<file path="src/rtl/hrpf_pkg.sv">
// ----------------------------------------------------------------------------
// hrpf_pkg
// Shared constants and types of the HTTP request packet filter: frame offsets,
// header field values, method text table and the frame view between stages.
// ----------------------------------------------------------------------------
package hrpf_pkg;

  localparam int PREFIX_BYTES_DEF    = 7;
  localparam int MAX_FRAME_BYTES_DEF = 65535;

  // Frame layout: Ethernet, 20-byte IPv4 header without options, TCP header
  localparam int ETH_LEN          = 14;
  localparam int ETHERTYPE_HI_POS = 12;
  localparam int ETHERTYPE_LO_POS = 13;
  localparam int IP_PROTO_POS     = ETH_LEN + 9;
  localparam int TCP_START        = 34;
  localparam int TCP_HDR_BYTES    = 20;
  localparam int TCP_END          = TCP_START + TCP_HDR_BYTES;
  localparam int HDR_IDX_W        = $clog2(TCP_HDR_BYTES);
  localparam int TCP_DOFF_IDX     = 12;
  localparam int TCP_FLAGS_IDX    = 13;
  localparam int TCP_PSH_BIT      = 3;

  localparam logic [7:0] ETHERTYPE_HI = 8'h08;
  localparam logic [7:0] ETHERTYPE_LO = 8'h00;
  localparam logic [7:0] IP_PROTO_TCP = 8'h06;

  // Method text, first character at index 0
  localparam int MATCH_BYTES = 6;
  localparam int NUM_METHODS = 6;

  typedef logic [MATCH_BYTES-1:0][7:0] method_text_t;
  typedef logic [TCP_HDR_BYTES-1:0][7:0] tcp_hdr_t;

  localparam method_text_t METHOD_TEXT [NUM_METHODS] = '{
    '{8'h00, 8'h00, "P", "T", "T", "H"},
    '{8'h00, 8'h00, 8'h00, "T", "E", "G"},
    '{8'h00, 8'h00, "T", "S", "O", "P"},
    '{8'h00, 8'h00, 8'h00, "T", "U", "P"},
    '{"E", "T", "E", "L", "E", "D"},
    '{8'h00, 8'h00, "D", "A", "E", "H"}
  };
  localparam int METHOD_LEN [NUM_METHODS] = '{4, 3, 4, 3, 6, 4};

  typedef struct packed {
    logic     type_ok;
    tcp_hdr_t tcp_hdr;
  } frame_view_t;

endpackage

</file>
<file path="src/rtl/http_request_packet_filter.sv">
// ----------------------------------------------------------------------------
// http_request_packet_filter
// Keeps Ethernet/IPv4/TCP frames with PSH set whose payload starts with an
// HTTP method or response line; gives one keep/drop item per frame.
// ----------------------------------------------------------------------------
// Input channel: one frame byte per item (in_data_byte) with in_last_byte on
// the final byte. Result channel: one item (out_keep) per frame, produced by
// its last byte; no item for the other bytes.
// Throughput: one byte per cycle while in_stall is low, frames back to back with no gap.
// Path: the last byte passes the input register and byte capture, then the
// decision stage, then the result register, which drives out_valid.
// Bytes past MAX_FRAME_BYTES are ignored and the length stays at that limit.
// Reset (rst_n low, synchronous) empties the input register, the decision
// stage and the result register and starts a new frame at byte zero.
// When out_stall holds a full result register with a second decision waiting,
// in_stall rises once a byte sits in the input register and input bytes wait;
// a stalled result register alone does not stop the input.
// ----------------------------------------------------------------------------
module http_request_packet_filter #(
  parameter int PREFIX_BYTES    = hrpf_pkg::PREFIX_BYTES_DEF,
  parameter int MAX_FRAME_BYTES = hrpf_pkg::MAX_FRAME_BYTES_DEF
) (
  input  logic       clk,
  input  logic       rst_n,
  input  logic       in_valid,
  output logic       in_stall,
  input  logic [7:0] in_data_byte,
  input  logic       in_last_byte,
  output logic       out_valid,
  input  logic       out_stall,
  output logic       out_keep
);

  localparam int POS_W = $clog2(MAX_FRAME_BYTES + 1);

  logic                          dec_ready;
  logic                          frame_done;
  logic [POS_W-1:0]              frame_len;
  hrpf_pkg::frame_view_t         view;
  logic [PREFIX_BYTES-1:0][7:0]  prefix;

  hrpf_capture #(
    .PREFIX_BYTES    (PREFIX_BYTES),
    .MAX_FRAME_BYTES (MAX_FRAME_BYTES)
  ) u_capture (
    .clk          (clk),
    .rst_n        (rst_n),
    .in_valid     (in_valid),
    .in_stall     (in_stall),
    .in_data_byte (in_data_byte),
    .in_last_byte (in_last_byte),
    .dec_ready    (dec_ready),
    .frame_done   (frame_done),
    .frame_len    (frame_len),
    .view         (view),
    .prefix       (prefix)
  );

  hrpf_decide #(
    .PREFIX_BYTES    (PREFIX_BYTES),
    .MAX_FRAME_BYTES (MAX_FRAME_BYTES)
  ) u_decide (
    .clk        (clk),
    .rst_n      (rst_n),
    .frame_done (frame_done),
    .frame_len  (frame_len),
    .view       (view),
    .prefix     (prefix),
    .dec_ready  (dec_ready),
    .out_valid  (out_valid),
    .out_stall  (out_stall),
    .out_keep   (out_keep)
  );

endmodule

</file>
<file path="src/rtl/hrpf_capture.sv">
// ----------------------------------------------------------------------------
// hrpf_capture
// Input register and byte capture: position counter, ethertype/protocol check,
// TCP header store and payload prefix store.
// ----------------------------------------------------------------------------
module hrpf_capture #(
  parameter int PREFIX_BYTES    = hrpf_pkg::PREFIX_BYTES_DEF,
  parameter int MAX_FRAME_BYTES = hrpf_pkg::MAX_FRAME_BYTES_DEF
) (
  input  logic                                   clk,
  input  logic                                   rst_n,
  input  logic                                   in_valid,
  output logic                                   in_stall,
  input  logic [7:0]                             in_data_byte,
  input  logic                                   in_last_byte,
  input  logic                                   dec_ready,
  output logic                                   frame_done,
  output logic [$clog2(MAX_FRAME_BYTES+1)-1:0]   frame_len,
  output hrpf_pkg::frame_view_t                  view,
  output logic [PREFIX_BYTES-1:0][7:0]           prefix
);

  localparam int POS_W  = $clog2(MAX_FRAME_BYTES + 1);
  localparam int PIDX_W = $clog2(PREFIX_BYTES);

  logic                 s1_valid_r;
  logic [7:0]           s1_data_r;
  logic                 s1_last_r;
  logic [POS_W-1:0]     pos_r;
  logic                 type_ok_r;
  hrpf_pkg::tcp_hdr_t   hdr_r;
  logic [PREFIX_BYTES-1:0][7:0] prefix_r;

  logic                 s1_adv;
  logic                 in_acc;
  logic                 pos_open;
  logic [POS_W-1:0]     pos_inc;
  logic [POS_W-1:0]     hdr_idx;
  logic [POS_W-1:0]     pay_off;
  logic [POS_W-1:0]     pay_rel;
  logic                 in_hdr;
  logic                 in_prefix;

  assign s1_adv   = s1_valid_r && dec_ready;
  assign in_stall = s1_valid_r && !dec_ready;
  assign in_acc   = in_valid && !in_stall;

  // counter saturates; bytes past the limit are ignored
  assign pos_open = pos_r < POS_W'(MAX_FRAME_BYTES);
  assign pos_inc  = pos_r + POS_W'(1);

  assign hdr_idx  = pos_r - POS_W'(hrpf_pkg::TCP_START);
  assign pay_off  = POS_W'(hrpf_pkg::TCP_START)
                  + POS_W'({hdr_r[hrpf_pkg::TCP_DOFF_IDX][7:4], 2'b00});
  assign pay_rel  = pos_r - pay_off;

  assign in_hdr    = (pos_r >= POS_W'(hrpf_pkg::TCP_START))
                  && (pos_r < POS_W'(hrpf_pkg::TCP_END));
  assign in_prefix = (pos_r >= POS_W'(hrpf_pkg::TCP_END)) && (pos_r >= pay_off)
                  && (pay_rel < POS_W'(PREFIX_BYTES));

  assign frame_done   = s1_adv && s1_last_r;
  assign frame_len    = pos_open ? pos_inc : pos_r;
  assign view.type_ok = type_ok_r;
  assign view.tcp_hdr = hdr_r;
  assign prefix       = prefix_r;

  always_ff @(posedge clk) begin
    if (!rst_n) begin
      s1_valid_r <= 1'b0;
      pos_r      <= '0;
      type_ok_r  <= 1'b0;
    end else begin
      if (in_acc) begin
        s1_valid_r <= 1'b1;
      end else if (s1_adv) begin
        s1_valid_r <= 1'b0;
      end
      if (s1_adv) begin
        if (s1_last_r) begin
          pos_r <= '0;
        end else if (pos_open) begin
          pos_r <= pos_inc;
        end
        if (pos_open) begin
          if (pos_r == POS_W'(hrpf_pkg::ETHERTYPE_HI_POS)) begin
            type_ok_r <= (s1_data_r == hrpf_pkg::ETHERTYPE_HI);
          end else if (pos_r == POS_W'(hrpf_pkg::ETHERTYPE_LO_POS)) begin
            type_ok_r <= type_ok_r && (s1_data_r == hrpf_pkg::ETHERTYPE_LO);
          end else if (pos_r == POS_W'(hrpf_pkg::IP_PROTO_POS)) begin
            type_ok_r <= type_ok_r && (s1_data_r == hrpf_pkg::IP_PROTO_TCP);
          end
        end
      end
    end
  end

  always_ff @(posedge clk) begin
    if (in_acc) begin
      s1_data_r <= in_data_byte;
      s1_last_r <= in_last_byte;
    end
    if (s1_adv && pos_open) begin
      if (in_hdr) begin
        hdr_r[hdr_idx[hrpf_pkg::HDR_IDX_W-1:0]] <= s1_data_r;
      end else if (in_prefix) begin
        prefix_r[pay_rel[PIDX_W-1:0]] <= s1_data_r;
      end
    end
  end

endmodule

</file>
<file path="src/rtl/hrpf_decide.sv">
// ----------------------------------------------------------------------------
// hrpf_decide
// Decision stage and result register: header checks, payload offset check and
// method prefix match over the captured bytes of a finished frame.
// ----------------------------------------------------------------------------
module hrpf_decide #(
  parameter int PREFIX_BYTES    = hrpf_pkg::PREFIX_BYTES_DEF,
  parameter int MAX_FRAME_BYTES = hrpf_pkg::MAX_FRAME_BYTES_DEF
) (
  input  logic                                 clk,
  input  logic                                 rst_n,
  input  logic                                 frame_done,
  input  logic [$clog2(MAX_FRAME_BYTES+1)-1:0] frame_len,
  input  hrpf_pkg::frame_view_t                view,
  input  logic [PREFIX_BYTES-1:0][7:0]         prefix,
  output logic                                 dec_ready,
  output logic                                 out_valid,
  input  logic                                 out_stall,
  output logic                                 out_keep
);

  localparam int POS_W     = $clog2(MAX_FRAME_BYTES + 1);
  localparam int HDR_CASES = hrpf_pkg::TCP_HDR_BYTES / 4;

  logic                 d_valid_r;
  logic [POS_W-1:0]     len_r;
  logic                 out_valid_r;
  logic                 keep_r;

  logic                 out_ready;
  logic                 keep_c;
  logic                 hdr_ok;
  logic [3:0]           doff;
  logic [POS_W-1:0]     off;
  logic [hrpf_pkg::MATCH_BYTES-1:0][7:0] pbyte;
  logic [hrpf_pkg::MATCH_BYTES-1:0]      pin;
  logic [hrpf_pkg::NUM_METHODS-1:0]      hit;

  always_comb begin
    doff = view.tcp_hdr[hrpf_pkg::TCP_DOFF_IDX][7:4];
    off  = POS_W'(hrpf_pkg::TCP_START) + POS_W'({doff, 2'b00});

    // a small data offset puts the payload start inside the TCP header
    for (int i = 0; i < hrpf_pkg::MATCH_BYTES; i++) begin
      pbyte[i] = prefix[i];
      for (int k = 0; k < HDR_CASES; k++) begin
        if ((4 * k + i < hrpf_pkg::TCP_HDR_BYTES) && (doff == 4'(k))) begin
          pbyte[i] = view.tcp_hdr[4 * k + i];
        end
      end
      pin[i] = (off + POS_W'(i)) < len_r;
    end

    // method chars are never NUL, so a byte match also rules out a NUL before it
    for (int m = 0; m < hrpf_pkg::NUM_METHODS; m++) begin
      hit[m] = 1'b1;
      for (int i = 0; i < hrpf_pkg::MATCH_BYTES; i++) begin
        if ((i < hrpf_pkg::METHOD_LEN[m])
            && !(pin[i] && (pbyte[i] == hrpf_pkg::METHOD_TEXT[m][i]))) begin
          hit[m] = 1'b0;
        end
      end
    end

    hdr_ok = (len_r >= POS_W'(hrpf_pkg::TCP_END)) && view.type_ok
          && view.tcp_hdr[hrpf_pkg::TCP_FLAGS_IDX][hrpf_pkg::TCP_PSH_BIT]
          && (off <= len_r);
    keep_c = hdr_ok && (|hit);
  end

  assign out_ready = !out_valid_r || !out_stall;
  assign dec_ready = !d_valid_r || out_ready;
  assign out_valid = out_valid_r;
  assign out_keep  = keep_r;

  always_ff @(posedge clk) begin
    if (!rst_n) begin
      d_valid_r   <= 1'b0;
      out_valid_r <= 1'b0;
    end else begin
      if (dec_ready) begin
        d_valid_r <= frame_done;
      end
      if (out_ready) begin
        out_valid_r <= d_valid_r;
      end
    end
  end

  always_ff @(posedge clk) begin
    if (dec_ready && frame_done) begin
      len_r <= frame_len;
    end
    if (out_ready && d_valid_r) begin
      keep_r <= keep_c;
    end
  end

  a_pending_held: assert property (@(posedge clk) disable iff (!rst_n)
    d_valid_r && !out_ready |=> d_valid_r && $stable(len_r))
    else $error("pending decision lost while result stalled");

  a_done_when_ready: assert property (@(posedge clk) disable iff (!rst_n)
    frame_done |-> dec_ready)
    else $error("frame finished while decision stage blocked");

  a_result_moves: assert property (@(posedge clk) disable iff (!rst_n)
    d_valid_r && out_ready |=> out_valid_r && (keep_r == $past(keep_c)))
    else $error("decision not moved into result register");

  a_keep_needs_hdr: assert property (@(posedge clk) disable iff (!rst_n)
    d_valid_r && keep_c |-> (len_r >= POS_W'(hrpf_pkg::TCP_END)) && view.type_ok)
    else $error("keep given for short or non-TCP frame");

endmodule
</file>
<file path="config.mk">
export PLATFORM = sky130hd
export DESIGN_NAME = http_request_packet_filter
export DESIGN_NICKNAME = d
export VERILOG_FILES = /design/src/rtl/hrpf_pkg.sv /design/src/rtl/http_request_packet_filter.sv /design/src/rtl/hrpf_capture.sv /design/src/rtl/hrpf_decide.sv
export SDC_FILE = /design/constraint.sdc
export NUM_CORES = 1
export LEC_CHECK = 0
export ABC_CLOCK_PERIOD_IN_PS = 9600
export CAP_MARGIN = 20
export CORE_MARGIN = 1
export CORE_UTILIZATION = 50
export CTS_BUF_LIST = sky130_fd_sc_hd__clkbuf_16
export DETAILED_ROUTE_END_ITERATION = 7
export DONT_BUFFER_PORTS = 1
export GPL_TIMING_DRIVEN = 0
export SETUP_SLACK_MARGIN = 0.4
export SLEW_MARGIN = 40
export SYNTH_ARGS = -nofsm -noshare
export SYNTH_HDL_FRONTEND = slang
export SYNTH_SLANG_ARGS = --single-unit
</file>
<file path="constraint.sdc">
create_clock -name clk -period 9.6 [get_ports clk]
set_clock_uncertainty 0.1 [all_clocks]
set_input_delay 1.92 -clock clk [delete_from_list [all_inputs] [get_ports clk]]
set_output_delay 1.92 -clock clk [all_outputs]
set_load 0.02 [all_outputs]
</file>
==> results of run 1 <==
[critical path, cell delays in order, from the launching register on]
cell and delay [ns]:
edfxtp_1 0.50, inv_1 0.27, ha_1 0.35, buf_2 0.26, nand3b_1 0.33, o32ai_1 0.73, a31oi_1 0.11, a211oi_2 0.30
or3b_4 0.45, nor4_4 0.27, o2111ai_1 0.19, a41oi_1 0.50
[per-layer routing]
| metal | share of wire | wire (um) | vias up | track usage |
|---|---|---|---|---|
| met5 | 0.00038 | 13 | - | 0 |
| li1 | - | - | 3834 | - |
| met4 | 0.038 | 1310 | 2 | 0.106 |
| met2 | 0.45 | 15500 | 369 | 0.450 |
| met1 | 0.43 | 14800 | 4164 | 0.394 |
| met3 | 0.081 | 2800 | 85 | 0.0761 |
[worst paths after layout]
| path | from | slack [ns] | end | cells past startpoint |
|---|---|---|---|---|
| worst max-delay path | u_capture.view[100]$_DFFE_PP_ | 4.97 | u_decide.out_keep$_DFFE_PP_ | 11 |
| worst min-delay path | u_decide.d_valid_r$_SDFFE_PN0P_ | 0.40 | u_decide.out_valid$_SDFFE_PN0P_ | 2 |
| worst max register to register | u_capture.view[100]$_DFFE_PP_ | 4.97 | u_decide.out_keep$_DFFE_PP_ | 11 |
| worst min register to register | u_decide.d_valid_r$_SDFFE_PN0P_ | 0.40 | u_decide.out_valid$_SDFFE_PN0P_ | 2 |
[through the flow]
step           std cells  worst slack (ns)  instance area (um2)  utilization  power (W)
2_1_floorplan        971              5.18                11800            -    0.00127
3_3_place_gp        1284              4.97                12200        0.533    0.00129
3_5_place_dp        1300              4.95                12400        0.542    0.00130
4_1_cts             1349              5.02                13400        0.583    0.00240
5_1_grt             1349              4.76                13400        0.583    0.00244
6_report            1350              4.97                13400        0.583    0.00239
[flip-flops by register name, summed over array words and instances (netlist names), 8 cells and up]
name,flops
u_capture.prefix,48
u_capture.pos_r,16
u_capture.view,160
u_capture.s1_data_r,8
u_decide.len_r,16
[logic make-up (layout without fill, tap and decap cells)]
kind of cell / count (synthesis) / in the layout / share of synthesized area
simple gates: 322 / 322 / 0.149
compound gates: 257 / 257 / 0.143
other cells: 0 / 1 / 0
flops: 254 / 254 / 0.628
buf+inv: 87 / 152 / 0.0307
mux: 2 / 2 / 0.00180
fa+ha+maj: 32 / 32 / 0.0345
xor+xnor: 17 / 17 / 0.0126
[cell usage after synthesis (18+ instances only)]
library cell	n	area, um2
o22ai_1	19	119
ha_1	31	388
edfxtp_1	234	7030
inv_1	35	131
a21oi_1	67	335
clkbuf_1	29	109
nand2_1	49	184
dfxtp_1	20	400
nor2_1	96	360
nand3_1	20	100
nor3_1	24	120
a22oi_1	18	135
o21ai_0	53	265
nor2b_1	20	125
[layout by cell type, fill, tap and decap left out, types with 5 or more instances in the layout]
cell type / instances
or4_1: 8
dfxtp_1: 20
o21ai_0: 53
edfxtp_1: 234
inv_1: 38
buf_2: 17
ha_1: 31
clkbuf_1: 29
nand3b_1: 6
nand3_1: 20
nand2b_1: 16
o22ai_1: 19
nand2_1: 49
a21oi_1: 67
nor4bb_1: 6
nand4_1: 6
nor2b_1: 20
a221oi_1: 5
or3_1: 5
nor2_1: 92
and3_1: 9
a22o_1: 5
clkbuf_16: 27
buf_6: 14
a22oi_1: 18
nor4b_1: 16
nor3_1: 24
bufinv_16: 6
a2bb2oi_1: 5
o31ai_1: 9
a21o_1: 6
clkinv_1: 8
nor3b_1: 7
o211ai_1: 5
xor2_1: 8
nor4_1: 7
a31oi_1: 6
xnor2_1: 9
o221ai_1: 14
[area by class of cell]
| cell class | instances | area, um2 |
|---|---|---|
| inverter | 36 | 135 |
| timing repair buffer | 16 | 195 |
| multi-input combinational | 630 | 4040 |
| clock inverter | 22 | 265 |
| antenna | 1 | 2.50 |
| tap | 313 | 392 |
| sequential | 254 | 7430 |
| buffer | 51 | 228 |
| fill | 1916 | 9550 |
| clock buffer | 27 | 676 |
[power breakdown]
group | switching, W | internal, W | total, W | leakage [nW]
logic | 0.0000365 | 0.0000151 | 0.0000516 | 1.73
clock network | 0.000434 | 0.000673 | 0.00111 | 0.470
registers | 0.0000101 | 0.00122 | 0.00123 | 2.30
total | 0.000480 | 0.00191 | 0.00239 | 4.50
==> qor.yml, run 1 <==
cts_tree: "built"
gr-total-overflow: 0
finalMaxSlewViolations: 0
cts_buffers: 27
clockBufferDepth: 3
postRouteAntennaNets: 0
hpwl_mm: 25.1
timing.final.crit_share: 0.482
synthCells: 971
cts_resized: 0
totalWireLength_mm: 34.5
start_util: 0.516
grt_setup_unrepaired: "no"
drt-initial-drc-count: 829
ys_types: 78
power_density_nw_per_um2: 179
die_height_um: 156
finalHoldViolations: 0
design.core.area_um2: 22900
avgRoutedWirePerCell_um: 25.5
grt_antenna_before_repair: 2
h-tree-depth: 1
cts_setup_buffers: 0
slew_headroom: 0.462
post_drt_via_cell_ratio: 6.26
ioPinCount: 16
cp.arrival_ns: 4.81
synth-edff-count: 234
synthArstFlopShare: 0
yosysSeqAreaShare: 0.628
die_x_um: 156
status: "finished, final reports clean"
port_buffers: 0
drv_cap: 0
syn_avg_cell_area_um2: 12.2
worst-slew-pin-transition_ns: 0.804
drc_errors: 0
synth_warnings: 0
end_kind: "register"
tns_ns: 0
dieArea_um2: 24300
required_ns: 9.78
cts.sinks: 254
cellLeakagePower_nw: 4.50
hp-class: "register to register"
area_delta_synth_final_pct: 13.0
grt_pass1_vias: 8203
setup_viol: 0
fin_hold_ws_ns: 0.399
layout-drive-gt1-share: 0.0907
cts.clk_slew.worst_paths_ns: 0.06
grt_pass1_wl_mm: 51.0
drt-pass1-iter-count: 5
num-nets-final: 1061
syn-cell-area_um2: 11800
period_needed_ns: 4.63
synth_seq_cells: 254
rows: 55
irDropWorstVdd_mv: 0.156
syn_nets: 1016
max_freq_ghz: 0.216
gp_congestion: 0.930
clockRootBuffer: "clkbuf_16"
critPathMaxFanout: 10
grtUsageTotal: 0.290
grt_max_degree: 17
cts.hold.buffers_added: 0
crit_path_start_kind: "register"
path_class: "register to register"
routed-via-count: 8454
synth_flop_cell: "edfxtp_1"
clk_latency_ns: 0.56
(Power assumes the default switching activity.)
==> run 2, diff against run 1 <==
- ABC_CLOCK_PERIOD_IN_PS: 9600 -> 3850
- PLACE_DENSITY: default -> 0.68
- clock period: 9.6 -> 3.85 ns (I/O delays scaled with it)
==> run 2 against run 1 <==
Net effect:
- sequential power rose by 150%
- power increased by 140%
- worst setup slack got worse by 4.5 ns
- final cell count increased by 1.3%
- largest power group unchanged
==> qor.yml, run 2 (synthesized netlist as in run 1, its figures left out) <==
power_switching_w: 0.00117
holdPathStages: 0
cts.hold.buffers_added: 0
die_x_um: 156
finish.utilization: 0.599
num-nets-final: 1078
avgRoutedWirePerCell_um: 24.6
p_comb_frac: 0.023
r2r_slack_ns: 0.45
reg2reg_from: "u_capture.view[100]$_DFFE_PP_"
h-tree-depth: 1
crit_path_start_kind: "register"
drt-initial-drc-count: 1162
postRouteAntennaNets: 0
cts_buffers: 27
power_density_nw_per_um2: 412
path_cells: "buf_4, ha_1, inv_1, buf_2, o21ai_0, a221oi_2, o221ai_1, a2111oi_2, and4b_1, o2111ai_1, a41oi_2"
layout-drive-gt1-share: 0.155
grt_setup_unrepaired: "yes"
required_ns: 4.14
r2r_end: "u_decide.out_keep$_DFFE_PP_"
area_delta_synth_final_pct: 16.1
post_drt_via_cell_ratio: 6.32
p_total_w: 0.00566
hp-start: "in_data_byte[1]"
critPathMaxFanout: 10
multi_input_area_um2: 4280
tns_ns: 0
grt_max_degree: 17
slowest_stage: "edfxtp_1"
holdPathEnd: "u_capture.s1_data_r[1]$_DFFE_PP_"
place_area_um2: 12400
cellLeakagePower_nw: 4.63
antenna_cells: 0
end_kind: "register"
clockRootBuffer: "clkbuf_16"
routed-via-count: 8645
switching_share: 0.207
drt-pass1-iter-count: 6
cts.sinks: 254
cts_tree: "built"
drc_errors: 0
path_class: "register to register"
finalMaxSlewViolations: 0
rows: 55
cp.arrival_ns: 3.68
clk_latency_ns: 0.52
cp_num_buf_inv: 3
grtUsageTotal: 0.278
grt_antenna_before_repair: 0
gr-total-overflow: 0
fin_hold_ws_ns: 0.244
port_buffers: 0
largest_reg_flops: 160
hp-class: "input port to register"
hpwl_mm: 23.7
max_freq_ghz: 0.295
status: "finished, final reports clean"
dieArea_um2: 24300
worst-slew-pin-transition_ns: 0.944
design.core.area_um2: 22900
grt_pass1_wl_mm: 49.7
clkPwrFrac: 0.436
nFillCells: 1789
ioPinCount: 16
start_util: 0.516
clockBufferDepth: 3
max_stage_delay_ns: 0.50
setup_viol: 0
layout_common_cells: "edfxtp_1, nor2_1, a21oi_1"
intPower_w: 0.00449
cts.clk_slew.worst_paths_ns: 0.06
cp_top_family: "compound AO/OA/AOI/OAI gates"
timing.final.crit_share: 0.882
grt_pass1_vias: 8137
die_height_um: 156
final_cell_area_um2: 13700
layout_commonest_cell: "edfxtp_1"
totalWireLength_mm: 33.6
gp_congestion: 0.944
slew_headroom: 0.364
irDropWorstVdd_mv: 0.305
reg2regPathDepth: 11
seq_area_um2: 7430
drv_cap: 0
period_needed_ns: 3.40
pwr-share-seq: 0.541
finalHoldViolations: 0
run 2: per-layer routing:
layer	wire (um)	vias to the layer above	global-route usage
met1	13500	4187	0.379
met5	0	-	0
met2	15700	496	0.454
met4	1370	0	0.111
met3	2950	97	0.0361
li1	-	3865	-
run 2: worst max-delay path by stage:
stage                                        from                              to  slack (ns)  cells past startpoint
floorplan           u_capture.view[102]$_DFFE_PP_   u_capture.prefix[0]$_DFFE_PP_        0.51                     11
global placement    u_capture.view[103]$_DFFE_PP_  u_capture.prefix[15]$_DFFE_PP_       -0.56                     10
detailed placement  u_capture.view[103]$_DFFE_PP_  u_capture.prefix[12]$_DFFE_PP_       -0.60                     10
CTS                 u_capture.view[102]$_DFFE_PP_  u_capture.prefix[22]$_DFFE_PP_        0.41                     12
global route        u_capture.view[100]$_DFFE_PP_     u_decide.out_keep$_DFFE_PP_        0.36                     12
finish              u_capture.view[100]$_DFFE_PP_     u_decide.out_keep$_DFFE_PP_        0.45                     11
run 2: timing repair:
| action | in CTS | in global routing |
|---|---|---|
| setup endpoints to repair | 49 | 49 |
| pin swaps | 5 | 8 |
| gates resized for setup | 53 | 57 |
| setup buffers | 9 | 8 |
| endpoints found under the hold margin | 0 | 0 |
run 2: power groups by stage:
stage	sequential, W	clock (W)	combinational, W
finish	0.00306	0.00247	0.000131
detailed placement	0.00312	0	0.000127
floorplan	0.00313	0	0.0000295
global route	0.00306	0.00258	0.000138
CTS	0.00306	0.00248	0.000127
global placement	0.00318	0	0.0000397
run 2: area by class of cell:
class / count / area share
multi-input cells: 630 / 0.312
inverters: 36 / 0.0100
flip-flops and latches: 254 / 0.541
clock inverters: 23 / 0.0117
repair buffers: 33 / 0.0238
plain buffers: 51 / 0.0235
clock buffers: 27 / 0.0492
well taps: 313 / 0.0285
run 2: through the flow:
step / setup WS, ns / std cells
3_5_place_dp: -0.602 / 1300
3_3_place_gp: -0.563 / 1284
4_1_cts: 0.408 / 1359
2_1_floorplan: 0.506 / 971
5_1_grt: 0.362 / 1367
6_report: 0.455 / 1367
==> run 3, diff against run 2 <==
- CORE_UTILIZATION: 50 -> 40
- PLACE_DENSITY: 0.68 -> default
==> run 3 against run 2 <==
Net effect:
- first-iteration DRC count shrank 24%
- hold slack lost 0.027 ns
- register-to-register slack is essentially flat
- design area grew 2.5%
- global-route usage shrank 5.0 points
- via count grew 0.30%
- non-clock buffer count grew 6
- worst setup slack lost 0.0014 ns
- core utilization shrank 11 points
- power grew 0.86%
- critical path depth grew 1
- routed wire length grew 3.5%
- critical path type unchanged
- critical endpoint unchanged
- largest cell class unchanged
==> qor.yml, run 3 (synthesized netlist as in run 1, its figures left out) <==
cts.clk_slew.worst_paths_ns: 0.06
end_kind: "register"
cts.sinks: 254
status: "finished, final reports clean"
drc_errors: 0
use_met1: 0.311
ioPinCount: 16
grt.met2_usage: 0.372
largest_reg_flops: 160
power_density_nw_per_um2: 406
reg2regPathDepth: 12
irDropWorstVdd_mv: 0.358
finalMaxSlewViolations: 0
grt_pass1_vias: 8466
gr-total-overflow: 0
required_ns: 4.10
nFillCells: 2573
cp.arrival_ns: 3.64
slew_headroom: 0.440
clockBufferDepth: 3
busiest_layer: "met2"
layout-drive-gt1-share: 0.182
num-nets-final: 1084
start_util: 0.410
drt-initial-drc-count: 882
gp_congestion: 0.933
cp_common_cell: "buf_4"
critPathMaxFanout: 10
post_drt_via_cell_ratio: 6.02
path_class: "register to register"
rows: 62
seq_area_um2: 7430
p_total_w: 0.00571
holdPathStages: 0
cts.hold.buffers_added: 0
clk_latency_ns: 0.55
postRouteAntennaNets: 0
layout_common_cells: "edfxtp_1, nor2_1, a21oi_1"
finalHoldViolations: 0
design.core.area_um2: 28900
cts_tree: "built"
hp-class: "input port to register"
grt_max_degree: 17
cellLeakagePower_nw: 4.70
port_buffers: 0
fin_hold_ws_ns: 0.217
multi_input_area_um2: 4420
h-tree-depth: 1
hp-start: "in_data_byte[7]"
tns_ns: 0
grtUsageTotal: 0.229
timing.final.crit_share: 0.882
die_x_um: 174
worst-slew-pin-transition_ns: 0.837
dieArea_um2: 30200
hpwl_mm: 24.9
period_needed_ns: 3.40
crit_path_start_kind: "register"
routed-via-count: 8671
max_freq_ghz: 0.294
grt_setup_unrepaired: "no"
grt_antenna_before_repair: 1
drv_cap: 0
crit_start: "u_capture.view[101]$_DFFE_PP_"
slowest_stage: "edfxtp_1"
totalWireLength_mm: 34.8
cts_buffers: 27
reg2reg_from: "u_capture.view[101]$_DFFE_PP_"
drt-pass1-iter-count: 5
die_height_um: 174
max_stage_delay_ns: 0.48
r2r_end: "u_decide.out_keep$_DFFE_PP_"
clockRootBuffer: "clkbuf_16"
grtUsageMet3: 0.0271
antenna_cells: 0
grt_pass1_wl_mm: 52.0
area_delta_synth_final_pct: 19.0
avgRoutedWirePerCell_um: 24.1
setup_viol: 0
path_cells: "buf_4, ha_2, buf_4, buf_4, clkbuf_4, o31ai_2, a221oi_2, a211oi_2, nand4_1, nor4_1, nand3b_1, a41oi_2"
r2r_slack_ns: 0.45
holdPathEnd: "u_capture.s1_data_r[7]$_DFFE_PP_"
layout_commonest_cell: "edfxtp_1"
run 3: cell count changes in the layout (fill, tap and decap cells not counted), sizes merged:
cell      delta
clkbuf       -4
buf         +10
clkinvlp     +2
inv          -1
clkinv       -5
bufinv       +1
run 3: report_power, final:
group / switching [W] / internal [W]
sequential: 0.0000243 / 0.00304
combinational: 0.0000935 / 0.0000393
clock: 0.00105 / 0.00146
total: 0.00116 / 0.00454
run 3: per-layer routing:
metal	wire length, um	part of all wire
met4	1480	0.042
met2	16400	0.47
met5	0	0
met1	14500	0.42
met3	2440	0.070
run 3: worst max-delay path: cells and delay by family (launching register included):
family | cells | cell delay [ns]
AND/OR/NAND/NOR | 3 | 0.61
flip-flops | 1 | 0.48
buffers and inverters | 4 | 0.81
adder cells (fa/ha/maj) | 1 | 0.20
AO/OA/AOI/OAI | 4 | 0.99
run 3: layout make-up:
cell class	instances	area share
Clock buffer	27	0.0480
Tap cell	384	0.0342
Inverter	36	0.00979
Buffer	51	0.0254
Clock inverter	20	0.0121
Sequential cell	254	0.528
Timing Repair Buffer	39	0.0276
Multi-Input combinational cell	630	0.315
run 3: repair_timing:
item,4_1_cts,5_1_grt
buffers inserted,12,11
pin swaps,4,13
resized for setup,77,70
setup endpoints to repair,49,49
run 3: metrics by stage:
| stage | worst slack (ns) | cell area (um2) | cells | utilization |
|---|---|---|---|---|
| 2_1_floorplan | 0.506 | 11800 | 971 | - |
| 3_3_place_gp | -0.687 | 12300 | 1355 | 0.426 |
| 3_5_place_dp | -0.674 | 12500 | 1371 | 0.433 |
| 4_1_cts | 0.401 | 13700 | 1430 | 0.475 |
| 5_1_grt | 0.361 | 14100 | 1441 | 0.487 |
| 6_report | 0.453 | 14100 | 1441 | 0.487 |
run 3: worst max-delay path by stage:
| stage | end | depth (start not counted) | slack (ns) |
|---|---|---|---|
| 6_report | u_decide.out_keep$_DFFE_PP_ | 12 | 0.45 |
| 5_1_grt | u_decide.out_keep$_DFFE_PP_ | 11 | 0.36 |
| 4_1_cts | u_decide.out_keep$_DFFE_PP_ | 11 | 0.40 |
| 3_5_place_dp | u_decide.out_keep$_DFFE_PP_ | 11 | -0.67 |
| 3_3_place_gp | u_decide.out_keep$_DFFE_PP_ | 11 | -0.69 |
| 2_1_floorplan | u_capture.prefix[0]$_DFFE_PP_ | 11 | 0.51 |
